<file path="src/design/wha_pkg.sv">
// ----------------------------------------------------------------------------
// wha_pkg
// shared types and constants of the weighted histogram accumulator
// ----------------------------------------------------------------------------
package wha_pkg;

  localparam int NUM_BINS = 256;
  localparam int SLOT_W   = $clog2(NUM_BINS);
  localparam int DIV_W    = 96;
  localparam int CNT_W    = 7;
  localparam int IN_W     = 80;
  localparam int OUT_W    = 248;
  localparam int CFG_W    = 48;

  localparam logic [CNT_W-1:0] MUL_DIV_STEPS = CNT_W'(DIV_W);
  localparam logic [CNT_W-1:0] BIN_DIV_STEPS = CNT_W'(32);

  localparam logic REG_BIN_SPAN = 1'b0;
  localparam logic REG_BIN_BASE = 1'b1;

  localparam logic OP_ACCUM = 1'b0;
  localparam logic OP_READ  = 1'b1;

  typedef enum logic [1:0] {
    ST_ACCUM   = 2'd0,
    ST_IGNORED = 2'd1,
    ST_OUTSIDE = 2'd2,
    ST_READ    = 2'd3
  } status_t;

  typedef enum logic [3:0] {
    S_IDLE,
    S_SQR,
    S_DEC,
    S_MUL_LO,
    S_MUL_HI,
    S_DIV_LD,
    S_DIV_RUN,
    S_UPD,
    S_BIN_LD,
    S_BIN_RUN,
    S_BIN_CHK,
    S_MEM_RD,
    S_MEM_USE,
    S_OUT
  } state_t;

  typedef struct packed {
    logic    accept;
    logic    sqr;
    logic    load_first;
    logic    pass;
    logic    mul_lo;
    logic    mul_hi;
    logic    div_ld_mul;
    logic    div_ld_bin;
    logic    div_step;
    logic    upd;
    logic    bin_chk;
    logic    ld_rdbin;
    logic    mem_rd;
    logic    mem_use;
    logic    out_ld;
    status_t out_status;
  } cmd_t;

  typedef struct packed {
    logic op_read;
    logic slot_ok;
    logic w_pos;
    logic ws_zero;
    logic bw_zero;
    logic div_done;
    logic in_window;
    logic out_free;
  } stat_t;

endpackage

</file>
<file path="src/design/wha_ctrl.sv">
// ----------------------------------------------------------------------------
// wha_ctrl
// sequencer: steps one item through square, mul-div passes, binning and store
// ----------------------------------------------------------------------------
module wha_ctrl (
  input  logic          clk,
  input  logic          rst_n,
  input  logic          in_tvalid,
  output logic          in_tready,
  input  wha_pkg::stat_t stat,
  output wha_pkg::cmd_t  cmd
);

  wha_pkg::state_t  state_r, state_nxt;
  logic             pass_r, pass_nxt;
  wha_pkg::status_t code_r, code_nxt;

  always_ff @(posedge clk) begin
    if (!rst_n) begin
      state_r <= wha_pkg::S_IDLE;
      pass_r  <= 1'b0;
      code_r  <= wha_pkg::ST_ACCUM;
    end else begin
      state_r <= state_nxt;
      pass_r  <= pass_nxt;
      code_r  <= code_nxt;
    end
  end

  always_comb begin
    state_nxt = state_r;
    pass_nxt  = pass_r;
    code_nxt  = code_r;
    case (state_r)
      wha_pkg::S_IDLE: begin
        if (in_tvalid) state_nxt = wha_pkg::S_SQR;
      end
      wha_pkg::S_SQR: state_nxt = wha_pkg::S_DEC;
      wha_pkg::S_DEC: begin
        if (stat.op_read) begin
          if (stat.slot_ok) begin
            code_nxt  = wha_pkg::ST_READ;
            state_nxt = wha_pkg::S_MEM_RD;
          end else begin
            code_nxt  = wha_pkg::ST_OUTSIDE;
            state_nxt = wha_pkg::S_OUT;
          end
        end else if (!stat.w_pos) begin
          code_nxt  = wha_pkg::ST_IGNORED;
          state_nxt = wha_pkg::S_OUT;
        end else if (stat.ws_zero) begin
          code_nxt  = wha_pkg::ST_ACCUM;
          state_nxt = wha_pkg::S_BIN_LD;
        end else begin
          code_nxt  = wha_pkg::ST_ACCUM;
          pass_nxt  = 1'b0;
          state_nxt = wha_pkg::S_MUL_LO;
        end
      end
      wha_pkg::S_MUL_LO: state_nxt = wha_pkg::S_MUL_HI;
      wha_pkg::S_MUL_HI: state_nxt = wha_pkg::S_DIV_LD;
      wha_pkg::S_DIV_LD: state_nxt = wha_pkg::S_DIV_RUN;
      wha_pkg::S_DIV_RUN: begin
        if (stat.div_done) state_nxt = wha_pkg::S_UPD;
      end
      wha_pkg::S_UPD: begin
        if (!pass_r) begin
          pass_nxt  = 1'b1;
          state_nxt = wha_pkg::S_MUL_LO;
        end else begin
          state_nxt = wha_pkg::S_BIN_LD;
        end
      end
      wha_pkg::S_BIN_LD: begin
        state_nxt = stat.bw_zero ? wha_pkg::S_OUT : wha_pkg::S_BIN_RUN;
      end
      wha_pkg::S_BIN_RUN: begin
        if (stat.div_done) state_nxt = wha_pkg::S_BIN_CHK;
      end
      wha_pkg::S_BIN_CHK: begin
        if (stat.in_window) begin
          state_nxt = wha_pkg::S_MEM_RD;
        end else begin
          code_nxt  = wha_pkg::ST_OUTSIDE;
          state_nxt = wha_pkg::S_OUT;
        end
      end
      wha_pkg::S_MEM_RD:  state_nxt = wha_pkg::S_MEM_USE;
      wha_pkg::S_MEM_USE: state_nxt = wha_pkg::S_OUT;
      wha_pkg::S_OUT: begin
        if (stat.out_free) state_nxt = wha_pkg::S_IDLE;
      end
      default: state_nxt = wha_pkg::S_IDLE;
    endcase
  end

  always_comb begin
    cmd            = '0;
    cmd.pass       = pass_r;
    cmd.out_status = code_r;
    in_tready      = 1'b0;
    case (state_r)
      wha_pkg::S_IDLE: begin
        in_tready  = 1'b1;
        cmd.accept = in_tvalid;
      end
      wha_pkg::S_SQR: cmd.sqr = 1'b1;
      wha_pkg::S_DEC: begin
        cmd.ld_rdbin   = stat.op_read;
        cmd.load_first = !stat.op_read && stat.w_pos && stat.ws_zero;
      end
      wha_pkg::S_MUL_LO:  cmd.mul_lo = 1'b1;
      wha_pkg::S_MUL_HI:  cmd.mul_hi = 1'b1;
      wha_pkg::S_DIV_LD:  cmd.div_ld_mul = 1'b1;
      wha_pkg::S_DIV_RUN: cmd.div_step = !stat.div_done;
      wha_pkg::S_UPD:     cmd.upd = 1'b1;
      wha_pkg::S_BIN_LD:  cmd.div_ld_bin = !stat.bw_zero;
      wha_pkg::S_BIN_RUN: cmd.div_step = !stat.div_done;
      wha_pkg::S_BIN_CHK: cmd.bin_chk = 1'b1;
      wha_pkg::S_MEM_RD:  cmd.mem_rd = 1'b1;
      wha_pkg::S_MEM_USE: cmd.mem_use = 1'b1;
      wha_pkg::S_OUT:     cmd.out_ld = stat.out_free;
      default: ;
    endcase
  end

  a_busy_after_accept: assert property (@(posedge clk) disable iff (!rst_n)
    cmd.accept |=> !in_tready)
    else $error("input taken while item in flight");

endmodule

</file>
<file path="config.mk">
export PLATFORM = sky130hd
export DESIGN_NAME = wha_ctrl
export DESIGN_NICKNAME = d
export VERILOG_FILES = /design/src/design/wha_pkg.sv /design/src/design/wha_ctrl.sv
export SDC_FILE = /design/constraint.sdc
export NUM_CORES = 1
export LEC_CHECK = 0
export BUFFER_PORTS_ARGS = -buffer_cell sky130_fd_sc_hd__clkbuf_2
export CAP_MARGIN = 20
export CORE_MARGIN = 5
export CORE_UTILIZATION = 39
export CTS_CLUSTER_SIZE = 16
export DETAILED_ROUTE_END_ITERATION = 12
export GPL_TIMING_DRIVEN = 0
export PLACE_DENSITY = 0.68
export REMOVE_ABC_BUFFERS = 1
export SLEW_MARGIN = 15
export SYNTH_ARGS = -nofsm -noshare
export SYNTH_HDL_FRONTEND = slang
export SYNTH_SLANG_ARGS = --single-unit
</file>
<file path="constraint.sdc">
create_clock -name clk -period 1.78 [get_ports clk]
set_input_delay 0.445 -clock clk [delete_from_list [all_inputs] [get_ports clk]]
set_output_delay 0.445 -clock clk [all_outputs]
set_load 0.05 [all_outputs]
</file>
==> flow_summary.rst, run 1 <==
.. list-table::
   :header-rows: 1

   * - Metric
     - Value
   * - Worst Tran Pin Value
     - ~0.32 ns
   * - GRT Resource Usage Total
     - 17.74%
   * - Fraction of post-synthesis cell area in the top cell type by area
     - between 20% and 30%
   * - Fin. max-slew vios
     - 0
   * - Longest Clk Path Bufs
     - 2
   * - Die X
     - roughly 51 um
   * - Max-cap violation count
     - 0
   * - CTS clk-pin slew, worst paths
     - ~0.06 ns
   * - Worst Hold Margin
     - between 0.4 and 0.5 ns
   * - Die Y-Extent
     - around 51 um
   * - Total Wirelength
     - approximately 2.2 mm
   * - Final worst clock skew
     - ~0.0045 ns
   * - Cell area after layout
     - roughly 0.0010 mm^2
   * - Later-pin clock latency in the skew report
     - around 0.25 ns
   * - Via density per instance
     - 5.616
   * - Hold Fails Final Rpt
     - 0
   * - Synth Instances
     - 89
   * - CTS tree
     - built
   * - Crit path kind
     - flop to output pin
   * - Total congestion overflow
     - 0
   * - Final setup TNS
     - 0 ns
   * - Sequential-to-total area share from yosys stat
     - a little over a fifth
   * - Total Die Area
     - approximately 0.0026 mm^2
   * - WL/cell
     - between 15 and 20 um
   * - Main flop type after synthesis
     - dfxtp_1
   * - Global placement routability congestion
     - 0.8763
   * - Final min period
     - 1.757 ns
   * - Largest cells by area after synthesis
     - dfxtp_1 22%, nor2_1 5.3%, nor3_1 4.7%
   * - Maximum single-stage delay on the critical path
     - between 0.3 and 0.4 ns
   * - Detailed-routing iteration count for the pre-antenna-repair pass
     - 4
   * - Final HPWL DP
     - approximately 1.4 mm
   * - Fmax
     - around 0.57 GHz
   * - Wire length of the first global-routing pass
     - ~3.7 mm
   * - FF+latch count, synth
     - 7
   * - Yosys top cell by area
     - dfxtp_1
   * - CTS root buffer
     - clkbuf_4
   * - Rows
     - 14
   * - Hold Path Class
     - flop to flop
   * - Net count reported at finish
     - ~140
   * - Pwr/cell area
     - between 1500 and 2000 mW/mm^2
   * - Total of hold buffers inserted after clock tree synthesis
     - 0
   * - EDFF count, synth
     - 0
   * - Cell leakage power
     - about 0.45 nW
   * - Floorplan core area
     - 0.001541 mm^2
   * - Worst IR drop on VDD
     - roughly 1 mV
   * - Ys async rst share
     - 0%
   * - Slowest cell on the critical path
     - dfxtp_4
   * - Slew margin rel.
     - around 78%
   * - Core Util, Final
     - 67.86%
   * - # port buffers
     - 28
   * - Area growth from synthesis to final layout
     - 62.65%
   * - Number of distinct library cell variants in the gate-level netlist after synthesis
     - 39
   * - Pin count of the biggest net entering global routing
     - 21
   * - Post-synthesis area per instance
     - around 7.2 um^2
   * - Critical path data required time
     - ~1.3 ns
   * - Worst Setup Start Kind
     - flop
   * - Setup violation total in the final timing report
     - 0
   * - Vias
     - 820
   * - Arrival time of data at the critical path endpoint
     - ~1.3 ns
   * - Initial antenna violation count
     - 0
   * - DRC viols
     - 0
   * - Top-level I/O count
     - 29
   * - Initial core utilization
     - 41.72%
   * - Kind of capture point of the worst setup path
     - output pin
   * - Number of CTS-inserted buffers
     - 3
   * - Status
     - completed
   * - Placed inst area
     - between 700 and 800 um^2
   * - Fin crit share
     - a little over nine tenths
   * - CTS H-Tree Depth
     - 1
   * - Register cell area after layout
     - around 160 um^2
   * - Critical path peak fanout
     - 6
   * - Area of combinational cells with multiple inputs
     - just over 500 um^2
   * - Vias in the first global route
     - 793
   * - Cells along the critical path
     - nand2b_4, nor3_4, and3_4, buf_8
   * - Fraction of layout cells with a size suffix above 1
     - a little over half
   * - Cell area after synthesis
     - around 640 um^2
   * - Number of fillers in the final layout
     - about 140
   * - Synth Warn #
     - 0
   * - Number of nets still failing antenna checks after routing
     - 0
   * - Detailed router's first-iteration violation count
     - 9
   * - Sink Count
     - 7
   * - RSZ-0062 raised after global routing
     - yes
   * - Number of diodes added for antenna fixing
     - 0
power breakdown:
group,internal [W],total [W],switching (W)
Clock,0.0000860,0.000151,0.0000649
Sequential,0.000222,0.000360,0.000138
Combinational,0.000477,0.00109,0.000616
synthesized netlist by cell type, types with 2 or more instances:
library cell,instances
nor2_1,9
o21a_1,2
dfxtp_1,7
nand2b_1,4
inv_1,3
o21ai_0,4
clkbuf_1,3
nand4bb_1,2
nand4b_1,2
nand2_1,8
and2_1,3
nor3_1,6
o21ai_1,3
buf_4,2
nand3_1,3
a31oi_1,2
a21oi_1,4
sequential cells by signal, summed over array words and instances, names as in the netlist:
register / count
pass_r: 1
state_r: 4
code_r: 2
cells by family after synthesis:
| family | Yosys count | synth area share (%) |
|---|---|---|
| flops | 7 | 21.79 |
| simple gates | 46 | 41.83 |
| buf+inv | 11 | 8.947 |
| compound gates | 25 | 27.43 |
critical path: cells and delay by family, from the launching register on:
kind | cells | cell delay, ns
simple gates | 3 | 0.56
flops | 1 | 0.36
buf+inv | 1 | 0.14
cell usage in the layout, fill, tap and decap left out, drive strengths merged, types with 2 or more instances in the layout:
cell type and instances:
a31oi 2, nand2 8, nor3 6, buf 31, o21a 2, nor2 9, a21oi 5, inv 3
nand4b 2, o221a 2, nand2b 4, and2 3, dfxtp 7, nand3 3, nand4bb 2, clkbuf 18
o21ai 7, or3 2
routing by layer:
metal | up-vias | GRT usage [%] | wire length, um
met5 | - | 0 | 0
met4 | 0 | 1.702 | 37
met3 | 4 | 5.325 | 137
met2 | 27 | 31.40 | 1092
met1 | 373 | 21.62 | 935
li1 | 416 | - | -
final timing paths:
check                             endpoint  slack, ns  cells past startpoint        from
worst max-delay path               cmd[14]       0.02                      4  state_r[0]
worst min register to register   code_r[0]       0.48                      2   code_r[0]
worst min-delay path             code_r[0]       0.48                      2   code_r[0]
worst max register to register  state_r[2]       0.08                      5  state_r[1]
cell type report:
type | instances | share of cell area, %
Multi-Input combinational cell | 71 | 48.09
Timing Repair Buffer | 45 | 31.58
Sequential cell | 7 | 14.83
Clock buffer | 4 | 2.512
Tap cell | 16 | 1.914
Inverter | 3 | 1.077
what timing repair did:
action,4_1_cts,5_1_grt
buffers inserted,13,4
setup endpoints to repair,15,12
resized for setup,23,40
pin swaps,3,5
hold endpoints to repair,0,0
stage by stage:
step	instances	total power [W]	setup slack (ns)
6_report	146	0.001604	0.02252
5_1_grt	146	0.001715	-0.03569
4_1_cts	142	0.001479	-0.01625
3_5_place_dp	125	0.001105	-0.2615
3_3_place_gp	125	0.001091	-0.2041
2_1_floorplan	81	0.0009170	-0.9431
No activity file was read; power rests on OpenSTA's default activity.
==> run 2: changes to the inputs <==
Settings changed: CAP_MARGIN 20 to default, CORE_UTILIZATION 39 to 30, PLACE_DENSITY 0.68 to default.
==> run 2 against run 1 <==
The flow now finishes with violations (setup timing). Core utilization fell by 15 points. Fmax down 2.2%. Sequential share of layout area is 0.30 points lower. Design area increased by 2.0%. Power up 1.9%. Non-clock buffer count stayed put. Clock power hardly changed. Critical path depth unchanged. Setup slack lost 0.040 ns. Critical path type unchanged. Critical endpoint unchanged. Largest cell class unchanged.
==> flow_summary.rst, run 2 (same netlist as run 1, synthesis figures left out) <==
.. list-table::
   :header-rows: 1

   * - Metric
     - Value
   * - Fin. max-slew vios
     - 0 (unchanged)
   * - Sink Count
     - 7 (unchanged)
   * - Later-pin clock latency in the skew report
     - 0.26 ns (about the same)
   * - Fraction of layout cells with a size suffix above 1
     - 55.38% (+0.77 points)
   * - Number of cell instances on the worst register-to-register path
     - 11 (+6)
   * - Setup violation total in the final timing report
     - 1 (+1)
   * - Part of the total power dissipated in sequential elements
     - 22.2% (-0.3 points)
   * - Gate power share
     - 68.5% (+0.4 points)
   * - Number of diodes added for antenna fixing
     - 0 (unchanged)
   * - Setup slack of the critical path after layout
     - -0.01773 ns (-0.04025 ns)
   * - Total number of cells along the worst setup path
     - 4 (unchanged)
   * - Worst IR drop on VDD
     - 0.8376 mV (-15%)
   * - # port buffers
     - 28 (unchanged)
   * - Share of total power in the clock network
     - 9.3% (about the same)
   * - WL/cell
     - 13.82 um (-8.4%)
   * - Vias in the first global route
     - 799 (+0.76%)
   * - Area growth from synthesis to final layout
     - 65.95%
   * - CTS tree
     - built
   * - Worst Tran Pin Value
     - 0.3095 ns (-0.01386 ns)
   * - Reg-to-Reg Start
     - state_r[0]
   * - Slew margin rel.
     - 79.17% (+0.93 points)
   * - Detailed router's first-iteration violation count
     - 23 (+14)
   * - Initial antenna violation count
     - 0 (unchanged)
   * - Violations in the final reports
     - setup timing
   * - Slowest cell on the critical path
     - dfxtp_4
   * - Fin crit share
     - 101.0% (+2.3 points)
   * - Critical path data required time
     - 1.33 ns (about the same)
   * - Crit path kind
     - flop to output pin
   * - Initial core utilization
     - 32.13% (-9.6 points)
   * - GRT Resource Usage Total
     - 14.62% (-3.1 points)
   * - Worst Setup SP
     - state_r[0]
   * - Biggest regs
     - state_r x4, code_r x2, pass_r x1
   * - Status
     - complete, but fails checks
   * - Total congestion overflow
     - 0 (unchanged)
   * - Rows
     - 16 (+2)
   * - Hold Fails Final Rpt
     - 0 (unchanged)
   * - CTS H-Tree Depth
     - 1 (unchanged)
   * - Capture point of the worst reg-to-reg path
     - code_r[1]
   * - Floorplan core area
     - 0.002002 mm^2 (+30%)
   * - Final min period
     - 1.798 ns (+0.04025 ns)
   * - Power Internal
     - 0.0008027 W (+2.3%)
   * - Cell leakage power
     - 0.4523 nW (+0.17%)
   * - Final worst clock skew
     - 0.004104 ns (-0.0004407 ns)
   * - Total Wirelength
     - 2.169 mm (-1.5%)
   * - Net count reported at finish
     - 142 (unchanged)
   * - Die Y-Extent
     - 56.30 um (+11%)
   * - Pin count of the biggest net entering global routing
     - 21 (unchanged)
   * - Worst path bufs/invs
     - 1 (unchanged)
   * - Setup slack on the worst flop-to-flop path
     - 0.04 ns (-0.04 ns)
   * - Pwr/cell area
     - 1531 mW/mm^2 (-0.14%)
   * - Number of cells on the worst hold path
     - 2 (unchanged)
   * - Die X
     - 56.30 um (+11%)
   * - Maximum single-stage delay on the critical path
     - 0.38 ns (+0.02 ns)
   * - Number of CTS-inserted buffers
     - 3 (unchanged)
   * - Via density per instance
     - 5.287 (-5.9%)
   * - Final setup TNS
     - -0.01773 ns (-0.01773 ns)
   * - Proportion of total power due to net switching
     - 50.87% (-0.19 points)
   * - Sw Pwr
     - 0.0008312 W (+1.5%)
   * - Kind of capture point of the worst setup path
     - output pin
   * - Cells along the critical path
     - nand2b_4, nor3_4, and3_4, buf_8
   * - Number of nets still failing antenna checks after routing
     - 0 (unchanged)
   * - Hold Path Class
     - flop to flop
   * - Detailed-routing iteration count for the pre-antenna-repair pass
     - 4 (unchanged)
   * - Fmax
     - 0.5563 GHz (-2.2%)
   * - CTS root buffer
     - clkbuf_4
   * - Critical Path Sink
     - cmd[14]
   * - Global placement routability congestion
     - 0.7545 (-14%)
   * - Worst Setup Start Kind
     - flop
   * - Top-level I/O count
     - 29 (unchanged)
   * - Vias
     - 830 (+1.2%)
   * - DRC viols
     - 0 (unchanged)
   * - Most frequent cells in the layout
     - 17 x buf_4, 14 x clkbuf_2, 7 x nor2_1, 7 x nand2_1, 6 x clkbuf_4
   * - Critical path peak fanout
     - 11 (+5)
   * - Final HPWL DP
     - 1.379 mm (+1.8%)
   * - Largest reg by FF count
     - state_r
   * - Wire length of the first global-routing pass
     - 3.629 mm (-0.93%)
   * - Most common cell after layout, fill and taps aside
     - buf_4
   * - RSZ-0062 raised after global routing
     - yes
   * - Total Die Area
     - 0.003170 mm^2 (+24%)
   * - Family of cells with the greatest summed delay on the critical path
     - simple AND/OR/NAND/NOR gates
   * - Total of hold buffers inserted after clock tree synthesis
     - 0 (unchanged)
   * - Longest Clk Path Bufs
     - 2 (unchanged)
   * - Power, Total
     - 0.001634 W (+1.9%)
   * - Max-cap violation count
     - 0 (unchanged)
   * - Arrival time of data at the critical path endpoint
     - 1.35 ns (+0.04 ns)
   * - Flip-flop count of the largest register after layout
     - 4 (unchanged)
   * - CTS clk-pin slew, worst paths
     - 0.06 ns (about the same)
==> run 2: cell type report <==
cell class,instances,area [um^2]
multi-input cells,71,506.7
flip-flops and latches,7,155.1
inverters,3,11.26
repair buffers,45,334.1
well taps,27,33.78
clock buffers,4,26.28
fillers,203,934.6
==> run 2: power by group through the flow <==
stage / registers, W / logic [W] / clock network (W)
floorplan: 0.000354 / 0.000563 / 0
global placement: 0.000352 / 0.000750 / 0
detailed placement: 0.000349 / 0.000755 / 0
CTS: 0.000361 / 0.000989 / 0.000156
global route: 0.000378 / 0.00120 / 0.000165
finish: 0.000363 / 0.00112 / 0.000152
==> run 2: repair_timing <==
action / in CTS / in global routing
resized for setup: 26 / 25
pin swaps: 5 / 5
endpoints found under the setup margin: 15 / 17
buffers inserted: 14 / 3
==> run 2: layer usage <==
layer / part of all wire, % / vias to the layer above / global-route usage (%)
met4: 1.8 / 0 / 8.136
met3: 8.4 / 4 / 3.670
met2: 49 / 42 / 24.71
met5: 0 / - / 0
li1: - / 409 / -
met1: 41 / 375 / 16.62
==> run 2: worst reg2reg max path, stage by stage, from the launching register on <==
cell and delay (ns):
dfxtp_4 0.41, nand2b_4 0.17, nor3_4 0.05, buf_4 0.14, buf_4 0.12, buf_4 0.12, buf_4 0.12, buf_4 0.12
buf_4 0.12, buf_4 0.13, nor2_2 0.08, a21oi_1 0.06
==> run 2: how the worst min path moves through the flow <==
stage | from | end | slack [ns]
6_report | code_r[0] | code_r[0] | 0.48
5_1_grt | rst_n | pass_r | 0.48
4_1_cts | rst_n | pass_r | 0.48
3_5_place_dp | code_r[0] | code_r[0] | 0.48
3_3_place_gp | code_r[0] | code_r[0] | 0.45
2_1_floorplan | rst_n | pass_r | 0.56
==> run 2: metrics by stage <==
stage	hold slack (ns)	utilization [%]	cells	setup slack [ns]	instance area (um^2)
floorplan	0.5625	-	81	-0.9431	596.8
global placement	0.4499	38.50	136	-0.2239	770.7
detailed placement	0.4844	38.50	136	-0.2435	770.7
CTS	0.4767	49.56	154	-0.02171	992.2
global route	0.4813	53.31	157	-0.06094	1067
finish	0.4838	53.31	157	-0.01773	1067
==> run 3: changes to the inputs <==
Settings changed: ABC_AREA from default to 1.
==> run 3 against run 2 <==
The flow now finishes without violations. Highest routed layer is now met3. Setup slack improved by 0.018 ns. Sequential share of layout area rose by 2.6 points. Core utilization down 7.2 points. Critical path type unchanged. Worst hold slack lost 0.025 ns. Clock skew is 0.0034 ns lower. First-iteration DRC count down 22%. Routed wire length decreased by 20%. Synthesized cell count rose by 33%. Count of clock-buffer cells in the layout unchanged. Fmax up 1.0%.
==> flow_summary.rst, run 3 <==
.. list-table::
   :header-rows: 1

   * - Metric
     - Value
   * - Total Die Area
     - 0.003048 mm^2 (-3.9%)
   * - Pwr/cell area
     - 1718 mW/mm^2 (+12%)
   * - Max-cap violation count
     - 0 (unchanged)
   * - Final setup TNS
     - 0 ns (+0.01773 ns)
   * - Number of CTS-inserted buffers
     - 3 (unchanged)
   * - Cell area after synthesis
     - 613.1 um^2 (-4.7%)
   * - Crit path kind
     - flop to output pin
   * - # port buffers
     - 28 (unchanged)
   * - Die Y-Extent
     - 55.21 um (-1.9%)
   * - Fin. max-slew vios
     - 0 (unchanged)
   * - Grt met2 use
     - 18.92% (-5.8 points)
   * - Pin count of the biggest net entering global routing
     - 8 (-62%)
   * - CTS H-Tree Depth
     - 1 (unchanged)
   * - Most repeated cell in the gate-level netlist after synthesis
     - nand2_1
   * - Kind of capture point of the worst setup path
     - output pin
   * - Fin crit share
     - 99.99% (-1.0 points)
   * - Final worst clock skew
     - 0.0006705 ns (-0.003434 ns)
   * - Rows
     - 16 (unchanged)
   * - Global placement routability congestion
     - 0.8774 (+16%)
   * - Most Crowded Layer GR
     - met2
   * - Final HPWL DP
     - 1.420 mm (+3.0%)
   * - Worst IR drop on VDD
     - 0.6825 mV (-19%)
   * - Worst Tran Pin Value
     - 0.2830 ns (-0.02651 ns)
   * - Number of nets still failing antenna checks after routing
     - 0 (unchanged)
   * - Most common library cells after synthesis
     - 43 x nand2_1, 20 x nor2_1, 19 x inv_1
   * - Non-filler cells in the finished layout
     - 177 (+13%)
   * - Fraction of post-synthesis cell area in the top cell type by area
     - 26.33% (+4.5 points)
   * - Hold Path Class
     - input pin to flop
   * - Net count reported at finish
     - 162 (+14%)
   * - Detailed-routing iteration count for the pre-antenna-repair pass
     - 4 (unchanged)
   * - Most common cell after layout, fill and taps aside
     - nand2_1
   * - Placed inst area
     - 772.0 um^2 (+0.16%)
   * - Wire length of the first global-routing pass
     - 2.932 mm (-19%)
   * - Fraction of layout cells with a size suffix above 1
     - 36.67% (-19 points)
   * - Total congestion overflow
     - 0 (unchanged)
   * - Synth Instances
     - 118 (+33%)
   * - Biggest regs
     - state_r x4, code_r x2, pass_r x1
   * - Main flop type after synthesis
     - dfxtp_1
   * - Critical path peak fanout
     - 5 (-6)
   * - Yosys top cell by area
     - nand2_1
   * - DRC viols
     - 0 (unchanged)
   * - Number of placed cells counting well taps
     - 171 (+26%)
   * - CTS tree
     - built
   * - Area growth from synthesis to final layout
     - 47.55%
   * - Top-level I/O count
     - 29 (unchanged)
   * - Setup violation total in the final timing report
     - 0 (-1)
   * - Post-synthesis area per instance
     - 5.196 um^2 (-28%)
   * - Slew margin rel.
     - 81.06% (+1.9 points)
   * - Later-pin clock latency in the skew report
     - 0.24 ns (-0.02 ns)
   * - Arrival time of data at the critical path endpoint
     - 1.33 ns (-0.02 ns)
   * - Initial antenna violation count
     - 0 (unchanged)
   * - Detailed router's first-iteration violation count
     - 18 (-22%)
   * - FF+latch count, synth
     - 7 (unchanged)
   * - Hold Fails Final Rpt
     - 0 (unchanged)
   * - Initial core utilization
     - 31.25% (-0.88 points)
   * - Most frequent cells in the layout
     - 38 x nand2_1, 16 x nor2_1, 16 x inv_1, 16 x clkbuf_2
   * - Sequential-to-total area share from yosys stat
     - 22.86% (+1.1 points)
   * - CTS root buffer
     - clkbuf_4
   * - Final min period
     - 1.780 ns (-0.01794 ns)
   * - Vias
     - 820 (-1.2%)
   * - Cell leakage power
     - 0.5180 nW (+15%)
   * - Total of hold buffers inserted after clock tree synthesis
     - 0 (unchanged)
   * - WL/cell
     - 9.864 um (-29%)
   * - Floorplan core area
     - 0.001962 mm^2 (-2.0%)
   * - EDFF count, synth
     - 0 (unchanged)
   * - Total Wirelength
     - 1.746 mm (-20%)
   * - RSZ-0062 raised after global routing
     - yes
   * - GRT Resource Usage Total
     - 11.35% (-3.3 points)
   * - CTS clk-pin slew, worst paths
     - 0.05 ns (about the same)
   * - Met1 track utilization from global routing
     - 13.85% (-2.8 points)
   * - Via density per instance
     - 4.633 (-12%)
   * - Vias in the first global route
     - 739 (-7.5%)
   * - Worst Hold Margin
     - 0.4583 ns (-0.02547 ns)
   * - Sink Count
     - 7 (unchanged)
   * - Longest Clk Path Bufs
     - 2 (unchanged)
   * - GR met3 Demand/Resource
     - 2.564% (-1.1 points)
   * - Die X
     - 55.21 um (-1.9%)
   * - Number of diodes added for antenna fixing
     - 0 (unchanged)
   * - Largest reg by FF count
     - state_r
   * - Core Util, Final
     - 46.11% (-7.2 points)
   * - Worst Setup Start Kind
     - flop
   * - Synth Warn #
     - 0 (unchanged)
   * - Largest cells by area after synthesis
     - nand2_1 26%, dfxtp_1 23%, nor2_1 12%
   * - Flip-flop count of the largest register after layout
     - 4 (unchanged)
   * - Cell area after layout
     - 904.6 um^2 (-15%)
   * - Number of distinct library cell variants in the gate-level netlist after synthesis
     - 16 (-59%)
   * - Fmax
     - 0.5619 GHz (+1.0%)
   * - Status
     - completed
   * - Critical path data required time
     - 1.33 ns (about the same)
   * - Ys async rst share
     - 0% (unchanged)
## run 3: path summary, 6_finish.rpt
path / slack [ns] / cells after the start / end / startpoint
worst max-delay path: 0.0002 / 5 / cmd[2] / state_r[0]
worst min register to register: 0.47 / 2 / code_r[0] / code_r[0]
worst min-delay path: 0.46 / 3 / code_r[1] / rst_n
worst max register to register: 0.50 / 7 / state_r[3] / state_r[3]
## run 3: report_power, final
group / leakage [nW] / switching [W] / internal [W]
registers: 0.0599 / 0.0000906 / 0.000232
logic: 0.443 / 0.000764 / 0.000331
clock network: 0.0150 / 0.0000510 / 0.0000851
total: 0.518 / 0.000906 / 0.000648
## run 3: kinds of logic (layout without fill, tap and decap cells)
logic type	after synthesis	count (layout)	share of synthesized area [%]
buffers and inverters	22	54	14.69
and+or+nand+nor	79	79	53.88
DFF	7	7	22.86
AOI/OAI and AO/OA	10	10	8.571
## run 3: critical path: stages (launching register included)
cell and delay (ns):
dfxtp_4 0.38, inv_1 0.09, nor2_4 0.13, inv_1 0.08, nor3_1 0.17, buf_4 0.24
## run 3: what timing repair did
item                                    in CTS  in global routing
endpoints found under the setup margin      11                 13
setup buffers                                0                  2
resized for setup                           15                 34
pin swaps                                    0                  2
endpoints found under the hold margin        0                  0
## run 3: per-stage QoR
stage	setup WS, ns	power [W]
final	0.0002037	0.001554
after floorplan	-0.4004	0.001032
after detailed placement	0.03744	0.001239
after global placement	0.05347	0.001234
after global routing	-0.02363	0.001683
after CTS	-0.01537	0.001432
## run 3: layout make-up
class	count	area (um^2)
clock buffers	4	26.28
fillers	239	1057
inverters	20	75.07
multi-input cells	89	425.4
flip-flops and latches	7	155.1
well taps	27	33.78
repair buffers	30	188.9
## run 3: metal layers
metal	up-vias	routed length [um]
met5	-	0
met4	0	0
met3	0	127
met2	25	899
met1	369	719
li1	426	-
